$ cat src/design/spdy_rse_pkg.sv
package spdy_rse_pkg;

  // frame length bound and byte counter width
  localparam int unsigned MAX_FRAME_BYTES = 2048;
  localparam int unsigned POS_W = $clog2(MAX_FRAME_BYTES + 1);

  // outcome codes
  localparam logic [2:0] OUTCOME_FOUND       = 3'd0;
  localparam logic [2:0] OUTCOME_NOT_CONTROL = 3'd1;
  localparam logic [2:0] OUTCOME_BAD_VERSION = 3'd2;
  localparam logic [2:0] OUTCOME_NOT_REPLY   = 3'd3;
  localparam logic [2:0] OUTCOME_MISSING     = 3'd4;

  // accepted protocol values
  localparam logic [7:0] VERSION_2       = 8'd2;
  localparam logic [7:0] VERSION_3       = 8'd3;
  localparam logic [7:0] TYPE_SYN_REPLY  = 8'd2;
  localparam logic [15:0] STATUS_NAME_CHARS = 16'd6;
  localparam logic [15:0] STATUS_CAPTURE_LEN = 16'd3;

  // header byte offsets
  localparam logic [POS_W-1:0] POS_VER_HI   = POS_W'(0);
  localparam logic [POS_W-1:0] POS_VER_LO   = POS_W'(1);
  localparam logic [POS_W-1:0] POS_TYPE_HI  = POS_W'(2);
  localparam logic [POS_W-1:0] POS_TYPE_LO  = POS_W'(3);
  localparam logic [POS_W-1:0] POS_PAIRS_HI = POS_W'(14);
  localparam logic [POS_W-1:0] POS_PAIRS_LO = POS_W'(15);

  typedef enum logic [3:0] {
    PH_HEADER,
    PH_NAME_HI,
    PH_NAME_LO,
    PH_NAME_BYTES,
    PH_VAL_HI,
    PH_VAL_LO,
    PH_VAL_BYTES,
    PH_CAPTURE,
    PH_NONE,
    PH_ERR_CTRL,
    PH_ERR_VER,
    PH_ERR_TYPE
  } phase_t;

  // one result transaction
  typedef struct packed {
    logic [23:0] status_text;
    logic [2:0]  outcome;
  } result_t;

  // expected name characters, "status"
  function automatic logic [7:0] match_char(input logic [2:0] idx);
    logic [7:0] c;
    c = 8'h00;
    unique case (idx)
      3'd0: c = 8'h73;
      3'd1: c = 8'h74;
      3'd2: c = 8'h61;
      3'd3: c = 8'h74;
      3'd4: c = 8'h75;
      3'd5: c = 8'h73;
      default: c = 8'h00;
    endcase
    return c;
  endfunction

endpackage

$ cat src/design/spdy_rse_core_top.sv
// spdy_reply_status_extract_core
// Parses a SPDY frame fed one byte per input transaction (in_frame_byte, with
// in_last_byte on the final byte) and gives at most one result transaction per
// frame: out_status_text holds the first three bytes of the value of a name starting "status" with
// out_outcome = 0, or out_status_text is 0 and out_outcome carries the error
// code (1 not control, 2 bad version, 3 not reply, 4 missing or truncated),
// given on the frame's final byte.
// Both channels use valid/ready. A byte is registered at input, parsed by the
// parser's small phase logic once the output slot is free, and the result is
// registered at output. Throughput is one byte per cycle while the output slot
// is free, set by the single parse-state update; the input register refills in
// the same cycle it drains.
// If the receiver holds out_ready low, the output register keeps its result,
// one more byte waits in the input register, and then in_ready drops.
// Synchronous reset (rst_n low) empties both registers and restarts parsing at
// the first header byte of a new frame.
module spdy_reply_status_extract_core (
  input  logic        clk,
  input  logic        rst_n,
  input  logic        in_valid,
  output logic        in_ready,
  input  logic [7:0]  in_frame_byte,
  input  logic        in_last_byte,
  output logic        out_valid,
  input  logic        out_ready,
  output logic [23:0] out_status_text,
  output logic [2:0]  out_outcome
);
  import spdy_rse_pkg::*;

  logic       stg_valid;
  logic [7:0] stg_byte;
  logic       stg_last;
  logic       out_free;
  logic       advance;
  logic       res_valid;
  result_t    res;

  // parse a byte when one is held and the output slot can take a result
  assign advance = stg_valid && out_free;

  spdy_rse_in_stage u_in_stage (
    .clk           (clk),
    .rst_n         (rst_n),
    .in_valid      (in_valid),
    .in_ready      (in_ready),
    .in_frame_byte (in_frame_byte),
    .in_last_byte  (in_last_byte),
    .advance       (advance),
    .stg_valid     (stg_valid),
    .stg_byte      (stg_byte),
    .stg_last      (stg_last)
  );

  spdy_rse_parser u_parser (
    .clk       (clk),
    .rst_n     (rst_n),
    .advance   (advance),
    .cur_byte  (stg_byte),
    .cur_last  (stg_last),
    .res_valid (res_valid),
    .res       (res)
  );

  spdy_rse_out_stage u_out_stage (
    .clk             (clk),
    .rst_n           (rst_n),
    .res_valid       (res_valid),
    .res             (res),
    .free            (out_free),
    .out_valid       (out_valid),
    .out_ready       (out_ready),
    .out_status_text (out_status_text),
    .out_outcome     (out_outcome)
  );

  // an error result never carries status text
  a_err_text_zero: assert property (@(posedge clk) disable iff (!rst_n)
    out_valid && out_outcome != OUTCOME_FOUND |-> out_status_text == 24'd0)
    else $error("error result with nonzero status text");

  // a new result only lands in a free output slot
  a_no_overwrite: assert property (@(posedge clk) disable iff (!rst_n)
    res_valid |-> out_free)
    else $error("result produced while output slot is occupied");

  // backpressure at input only when a byte is held and cannot advance
  a_ready_low_held: assert property (@(posedge clk) disable iff (!rst_n)
    !in_ready |-> stg_valid && !advance)
    else $error("input stalled without a held byte");

  // a held result that is taken and not replaced leaves the slot empty
  a_drain: assert property (@(posedge clk) disable iff (!rst_n)
    out_valid && out_ready && !res_valid |=> !out_valid)
    else $error("output valid after drain with no new result");

endmodule

$ cat src/design/spdy_rse_in_stage.sv
module spdy_rse_in_stage (
  input  logic       clk,
  input  logic       rst_n,
  input  logic       in_valid,
  output logic       in_ready,
  input  logic [7:0] in_frame_byte,
  input  logic       in_last_byte,
  input  logic       advance,
  output logic       stg_valid,
  output logic [7:0] stg_byte,
  output logic       stg_last
);

  logic       vld_r;
  logic       vld_nxt;
  logic [7:0] byte_r;
  logic       last_r;

  // register empties when the parser takes it, so it refills in the same cycle
  assign in_ready = !vld_r || advance;

  always_comb begin
    vld_nxt = vld_r;
    if (in_valid && in_ready) begin
      vld_nxt = 1'b1;
    end else if (advance) begin
      vld_nxt = 1'b0;
    end
  end

  // valid flag
  always_ff @(posedge clk) begin
    if (!rst_n) begin
      vld_r <= 1'b0;
    end else begin
      vld_r <= vld_nxt;
    end
  end

  // payload capture
  always_ff @(posedge clk) begin
    if (in_valid && in_ready) begin
      byte_r <= in_frame_byte;
      last_r <= in_last_byte;
    end
  end

  assign stg_valid = vld_r;
  assign stg_byte  = byte_r;
  assign stg_last  = last_r;

endmodule

$ cat src/design/spdy_rse_parser.sv
module spdy_rse_parser (
  input  logic                 clk,
  input  logic                 rst_n,
  input  logic                 advance,
  input  logic [7:0]           cur_byte,
  input  logic                 cur_last,
  output logic                 res_valid,
  output spdy_rse_pkg::result_t res
);
  import spdy_rse_pkg::*;

  logic [POS_W-1:0] pos_r, pos_nxt;
  phase_t           phase_r, phase_nxt;
  logic [15:0]      pairs_r, pairs_nxt;
  logic [15:0]      flen_r, flen_nxt;
  logic [15:0]      left_r, left_nxt;
  logic             match_r, match_nxt;
  logic [15:0]      shift_r, shift_nxt;
  logic             done_r, done_nxt;

  logic             live;
  logic             found;
  logic [15:0]      name_idx;
  logic [15:0]      val_len;
  logic [2:0]       err_code;

  assign live     = !done_r && (pos_r < POS_W'(MAX_FRAME_BYTES));
  assign name_idx = flen_r - left_r;
  assign val_len  = {left_r[15:8], cur_byte};

  // one byte of parsing, then end-of-frame handling
  always_comb begin
    pos_nxt   = pos_r;
    phase_nxt = phase_r;
    pairs_nxt = pairs_r;
    flen_nxt  = flen_r;
    left_nxt  = left_r;
    match_nxt = match_r;
    shift_nxt = shift_r;
    done_nxt  = done_r;
    found     = 1'b0;
    err_code  = OUTCOME_MISSING;
    res_valid = 1'b0;
    res       = '0;

    if (live) begin
      unique case (phase_r)
        PH_HEADER: begin
          if (pos_r == POS_VER_HI) begin
            if (!cur_byte[7]) begin
              phase_nxt = PH_ERR_CTRL;
            end else begin
              flen_nxt = {9'd0, cur_byte[6:0]};
            end
          end else if (pos_r == POS_VER_LO) begin
            if (!(flen_r == 16'd0 && (cur_byte == VERSION_2 || cur_byte == VERSION_3))) begin
              phase_nxt = PH_ERR_VER;
            end
          end else if (pos_r == POS_TYPE_HI) begin
            flen_nxt = {8'd0, cur_byte};
          end else if (pos_r == POS_TYPE_LO) begin
            if (!(flen_r == 16'd0 && cur_byte == TYPE_SYN_REPLY)) begin
              phase_nxt = PH_ERR_TYPE;
            end
          end else if (pos_r == POS_PAIRS_HI) begin
            pairs_nxt = {cur_byte, 8'd0};
          end else if (pos_r == POS_PAIRS_LO) begin
            pairs_nxt = {pairs_r[15:8], cur_byte};
            flen_nxt  = '0;
            phase_nxt = ({pairs_r[15:8], cur_byte} != 16'd0) ? PH_NAME_HI : PH_NONE;
          end
        end
        PH_NAME_HI: begin
          flen_nxt  = {cur_byte, 8'd0};
          phase_nxt = PH_NAME_LO;
        end
        PH_NAME_LO: begin
          flen_nxt  = {flen_r[15:8], cur_byte};
          left_nxt  = {flen_r[15:8], cur_byte};
          match_nxt = ({flen_r[15:8], cur_byte} >= STATUS_NAME_CHARS);
          phase_nxt = ({flen_r[15:8], cur_byte} != 16'd0) ? PH_NAME_BYTES : PH_VAL_HI;
        end
        PH_NAME_BYTES: begin
          if (name_idx < STATUS_NAME_CHARS && cur_byte != match_char(name_idx[2:0])) begin
            match_nxt = 1'b0;
          end
          left_nxt = left_r - 16'd1;
          if (left_r == 16'd1) begin
            phase_nxt = PH_VAL_HI;
          end
        end
        PH_VAL_HI: begin
          left_nxt  = {cur_byte, 8'd0};
          phase_nxt = PH_VAL_LO;
        end
        PH_VAL_LO: begin
          if (match_r) begin
            left_nxt  = STATUS_CAPTURE_LEN;
            shift_nxt = '0;
            phase_nxt = PH_CAPTURE;
          end else if (val_len != 16'd0) begin
            left_nxt  = val_len;
            phase_nxt = PH_VAL_BYTES;
          end else begin
            left_nxt  = val_len;
            pairs_nxt = pairs_r - 16'd1;
            phase_nxt = (pairs_r != 16'd1) ? PH_NAME_HI : PH_NONE;
          end
        end
        PH_VAL_BYTES: begin
          left_nxt = left_r - 16'd1;
          if (left_r == 16'd1) begin
            pairs_nxt = pairs_r - 16'd1;
            phase_nxt = (pairs_r != 16'd1) ? PH_NAME_HI : PH_NONE;
          end
        end
        PH_CAPTURE: begin
          shift_nxt = {shift_r[7:0], cur_byte};
          left_nxt  = left_r - 16'd1;
          if (left_r == 16'd1) begin
            found     = 1'b1;
            done_nxt  = 1'b1;
            res_valid = 1'b1;
            res.status_text = {shift_r, cur_byte};
            res.outcome     = OUTCOME_FOUND;
          end
        end
        default: begin
        end
      endcase
    end

    // byte counter saturates at the frame bound
    if (pos_r < POS_W'(MAX_FRAME_BYTES)) begin
      pos_nxt = pos_r + POS_W'(1);
    end

    // error code from the phase this byte leaves behind
    priority if (phase_nxt == PH_ERR_CTRL) begin
      err_code = OUTCOME_NOT_CONTROL;
    end else if (phase_nxt == PH_ERR_VER) begin
      err_code = OUTCOME_BAD_VERSION;
    end else if (phase_nxt == PH_ERR_TYPE) begin
      err_code = OUTCOME_NOT_REPLY;
    end else begin
      err_code = OUTCOME_MISSING;
    end

    // frame end: report failure if nothing was given, then restart
    if (cur_last) begin
      if (!done_r && !found) begin
        res_valid = 1'b1;
        res.status_text = '0;
        res.outcome     = err_code;
      end
      pos_nxt   = '0;
      phase_nxt = PH_HEADER;
      pairs_nxt = '0;
      flen_nxt  = '0;
      left_nxt  = '0;
      match_nxt = 1'b0;
      shift_nxt = '0;
      done_nxt  = 1'b0;
    end

    if (!advance) begin
      res_valid = 1'b0;
    end
  end

  // parse state
  always_ff @(posedge clk) begin
    if (!rst_n) begin
      pos_r   <= '0;
      phase_r <= PH_HEADER;
      pairs_r <= '0;
      flen_r  <= '0;
      left_r  <= '0;
      match_r <= 1'b0;
      shift_r <= '0;
      done_r  <= 1'b0;
    end else if (advance) begin
      pos_r   <= pos_nxt;
      phase_r <= phase_nxt;
      pairs_r <= pairs_nxt;
      flen_r  <= flen_nxt;
      left_r  <= left_nxt;
      match_r <= match_nxt;
      shift_r <= shift_nxt;
      done_r  <= done_nxt;
    end
  end

  // a finished frame stays in the capture phase until its last byte
  a_done_after_capture: assert property (@(posedge clk) disable iff (!rst_n)
    done_r |-> phase_r == PH_CAPTURE)
    else $error("frame marked finished outside capture");

endmodule

$ cat src/design/spdy_rse_out_stage.sv
module spdy_rse_out_stage (
  input  logic                  clk,
  input  logic                  rst_n,
  input  logic                  res_valid,
  input  spdy_rse_pkg::result_t res,
  output logic                  free,
  output logic                  out_valid,
  input  logic                  out_ready,
  output logic [23:0]           out_status_text,
  output logic [2:0]            out_outcome
);
  import spdy_rse_pkg::*;

  logic    vld_r;
  logic    vld_nxt;
  result_t res_r;

  // slot is free when empty or being drained this cycle
  assign free = !vld_r || out_ready;

  always_comb begin
    vld_nxt = vld_r;
    if (res_valid) begin
      vld_nxt = 1'b1;
    end else if (out_ready) begin
      vld_nxt = 1'b0;
    end
  end

  // valid flag
  always_ff @(posedge clk) begin
    if (!rst_n) begin
      vld_r <= 1'b0;
    end else begin
      vld_r <= vld_nxt;
    end
  end

  // result capture
  always_ff @(posedge clk) begin
    if (res_valid) begin
      res_r <= res;
    end
  end

  assign out_valid       = vld_r;
  assign out_status_text = res_r.status_text;
  assign out_outcome     = res_r.outcome;

endmodule

$ cat config.mk
export PLATFORM = sky130hd
export DESIGN_NAME = spdy_reply_status_extract_core
export DESIGN_NICKNAME = d
export VERILOG_FILES = /design/src/design/spdy_rse_pkg.sv /design/src/design/spdy_rse_core_top.sv /design/src/design/spdy_rse_in_stage.sv /design/src/design/spdy_rse_parser.sv /design/src/design/spdy_rse_out_stage.sv
export SDC_FILE = /design/constraint.sdc
export NUM_CORES = 1
export LEC_CHECK = 0
export BUFFER_PORTS_ARGS = -buffer_cell sky130_fd_sc_hd__buf_4
export CAP_MARGIN = 15
export CORE_MARGIN = 2
export CORE_UTILIZATION = 56
export DETAILED_ROUTE_END_ITERATION = 7
export PLACE_DENSITY = 0.85
export SYNTH_ARGS = -nofsm -noshare
export SYNTH_HDL_FRONTEND = slang
export SYNTH_SLANG_ARGS = --single-unit
$ cat constraint.sdc
create_clock -name clk -period 2.8 [get_ports clk]
set_input_delay 0.14 -clock clk [delete_from_list [all_inputs] [get_ports clk]]
set_output_delay 0.14 -clock clk [all_outputs]
set_load 0.005 [all_outputs]
==> key figures <==
Status
  – Status: finished, violations left
  – Violated checks: negative setup slack

Logic synthesis
  – Synthesized area: about 0.0073 mm2
  – Mapped Cells: ~900
  – Avg Synthesized Cell Area: approximately 8.1 um2
  – Dominant cell type by area after synthesis: dfxtp_1
  – Ys async rst share: 0%
  – EDFF count, synth: 36
  – Yosys reg bits: 120
  – Post-synth top flop: dfxtp_1
  – Synthesized Nets: 939
  – Register area share after synthesis: 37.9%
  – Synth warn: 0
  – Netlist cell types: 71
  – Top post-synthesis cells by area: dfxtp_1 (23%), edfxtp_1 (15%), nor2_1 (6.1%), a21oi_1 (4.8%), nand2_1 (4.5%)
  – Area share of the largest cell type after synthesis: a little under a quarter

CTS
  – Clk slew on worst S/H paths: roughly 60 ps
  – TritonCTS clock tree: built
  – H-tree depth: 4
  – CTS Buf Count: 17
  – Clock Sinks: 120
  – CTS Buffer Depth: 2
  – Clock Latency Late Sink: 440 ps
  – Root buf cell: clkbuf_16

Route
  – Initial DRC count: approximately 1100
  – Pre-antenna DRT Iters: 7
  – Post-DR vias/cell: 6.27
  – Antenna-violating nets left: 0
  – Number of remaining DRC errors: 0
  – Per-cell routed wire length: 19.4 um
  – Via count: 7629
  – Final WL: 23600 um

Timing
  – Headroom to the max-slew limit: ~38%
  – Final slew viol count: 0
  – Final number of setup-violating endpoints: 1
  – Final min period: approximately 3000 ps
  – Final setup TNS: -162 ps
  – Final Cycle Share: 106%
  – Fin. Hold Viols: 0
  – Worst-Margin Slew: 926 ps
  – RSZ-0062 raised after global routing: true
  – Final WS setup: -162 ps
  – Fmax: 0.338 GHz
  – Worst clock skew: ~10 ps

Layout
  – Fillers: 910
  – Diode count: 0
  – Layout cells sized above 1: 21.4%
  – Fin nets: 1069
  – Most frequent cells in the layout: buf_4 (145), nor2_1 (113), nand2_1 (88), dfxtp_1 (83), a21oi_1 (70)
  – Synth-to-Final Area Change: 27.4%
  – Commonest non-fill, non-tap cell in the layout: buf_4

Floorplan
  – Die area: 0.0139 mm2
  – Core area: 0.0127 mm2
  – Rows: 41
  – Chip width: 118 um
  – Initial core utilization: 57.5%
  – Io pins: between 40 and 50
  – Die span in y: 118 um

Global routing
  – Initial antenna violation count: 0
  – Total grt overflow: 0
  – Largest net degree at the start of global routing: 33
  – Gr usage total: between 30 and 40%
  – First-pass GRT wire length: 37200 um
  – Vias in the first global route: 7283

Worst setup path
  – Slowest CP cell: or4_1
  – CP startpoint: u_parser.flen_r[0]$_SDFFE_PN0P_
  – Last element of the critical path: u_parser.match_r$_SDFFE_PN0P_
  – Crit. End Element: register
  – Crit Path Class: reg -> reg
  – Levels on crit path: 12
  – Reg2reg end: u_parser.match_r$_SDFFE_PN0P_
  – Crit path largest cell delay: 490 ps
  – CP startpoint kind: register
  – Data arrival, critical path: 3280 ps
  – Buf/Inv on CP: 2
  – Worst r2r src: u_parser.flen_r[0]$_SDFFE_PN0P_
  – R2r setup slk: -160 ps
  – Most frequent CP cell: inv_1
  – CP required: 3110 ps
  – Reg2Reg Depth: 12
  – CP Cell Sequence: inv_1, ha_2, inv_1, fa_2, xor2_1, nand2_1, nor4b_4, o2111ai_2, or4_1, or4_4, nor3_2, a31oi_1
  – Worst-path fanout max: 3
  – Crit-path leading delay family: simple AND/OR/NAND/NOR gates

Worst hold path
  – Hold path start: rst_n
  – Type of the worst min-delay path: in -> reg

Power
  – Clock share of power: between 40% and 50%
  – Cell area power density: between 500 and 600 mW/mm2
  – Int Pwr: 3.37 mW
  – Leak: about 3.7 nW
  – Gate power share: approximately 14%
  – Sw frac: 28.1%
  – Sw power: between 1 and 1.5 mW
  – Flop pwr share: 39.3%
  – Total power: 4.69 mW
  – IR drop worst, VDD: approximately 0.45 mV

Place
  – Input/output buffers: 41
  – Placer Congestion: 1.04
  – Post-detail-place hpwl: 16200 um

Flow run
  – Number of max-cap violations: 0
==> how the worst min path moves through the flow <==
stage                                    endpoint  slack [ps]  cells after the start
3_5_place_dp     u_in_stage.stg_byte[0]$_DFFE_PP_         320                      1
6_report       u_out_stage.out_valid$_SDFFE_PN0P_          60                      2
5_1_grt        u_out_stage.out_valid$_SDFFE_PN0P_          60                      2
3_3_place_gp     u_in_stage.stg_byte[6]$_DFFE_PP_         320                      1
4_1_cts        u_out_stage.out_valid$_SDFFE_PN0P_          40                      2
2_1_floorplan    u_in_stage.stg_byte[0]$_DFFE_PP_         240                      0
==> stage by stage <==
step                      utilization (%)  instance area [um2]  hold slack, ps  std cells  worst slack (ps)
after floorplan                         -                 7290             239        902              -109
after global placement               66.4                 8410             318       1172              -109
after detailed placement             66.4                 8410             320       1172              -189
after CTS                            72.0                 9120            41.1       1214             -89.2
after global routing                 73.3                 9280            62.8       1217              -309
final                                73.3                 9280            59.6       1217              -162
==> worst register-to-register path: stages (launching register included) <==
cell and delay (ps):
dfxtp_1 310, inv_1 50, ha_2 160, inv_1 50
fa_2 360, xor2_1 190, nand2_1 120, nor4b_4 250
o2111ai_2 150, or4_1 490, or4_4 490, nor3_2 110
a31oi_1 100
==> what timing repair did <==
action / CTS / global route
gates resized for setup: 5 / 33
hold buffers: 10 / 0
pin swaps: 3 / 8
hold endpoints to repair: 10 / 0
endpoints found under the setup margin: 5 / 16
buffers inserted: 0 / 3
==> area by class of cell <==
type | count | area (um2) | area share [%]
clock inverter | 15 | 155 | 1.67
tap | 172 | 215 | 2.32
timing repair buffer | 157 | 1220 | 13.1
clock buffer | 17 | 425 | 4.58
inverter | 35 | 131 | 1.42
multi-input combinational | 701 | 4370 | 47.1
sequential | 120 | 2760 | 29.8
==> registers in the layout (all words and copies together), names as in the netlist, 3 cells and up <==
signal and flops:
u_in_stage.stg_byte 8, u_out_stage.out_outcome 3, u_out_stage.out_status_text 24, u_parser.flen_r 16, u_parser.left_r 16, u_parser.pairs_r 16, u_parser.phase_r 4, u_parser.pos_r 12
u_parser.shift_r 16
==> cell families (layout without fill, tap and decap cells) <==
kind of cell,count (synthesis),in the layout,share of synthesized area [%]
buf+inv,81,224,4.36
flops,120,120,37.9
simple gates,386,386,26.1
xor+xnor,34,34,4.09
mux,19,19,2.63
compound gates,238,238,20.7
fa+ha+maj,24,24,4.23
==> synthesized netlist by cell type, types with 20 or more instances <==
master / instances
a21oi_1: 70
o21ai_0: 42
nor2_1: 118
and2_1: 33
dfxtp_1: 84
nand3_1: 20
nor3_1: 39
nand2_1: 88
ha_1: 23
clkbuf_1: 38
xnor2_1: 21
edfxtp_1: 36
inv_1: 33
==> power by group through the flow <==
stage	sequential, mW	combinational [mW]	clock (mW)
after detailed placement	1.88	0.583	0
after CTS	1.84	0.603	2.17
after floorplan	1.87	0.364	0
after global placement	1.88	0.573	0
after global routing	1.84	0.713	2.26
final	1.84	0.671	2.17
==> layer usage <==
layer,vias to the layer above,wire (um),global-route usage [%]
met1,3520,9240,41.4
met4,0,1190,17.8
met5,-,0,0
met2,447,11000,55.3
li1,3543,-,-
met3,119,2150,8.33
No activity file was read; power rests on OpenSTA's default activity.
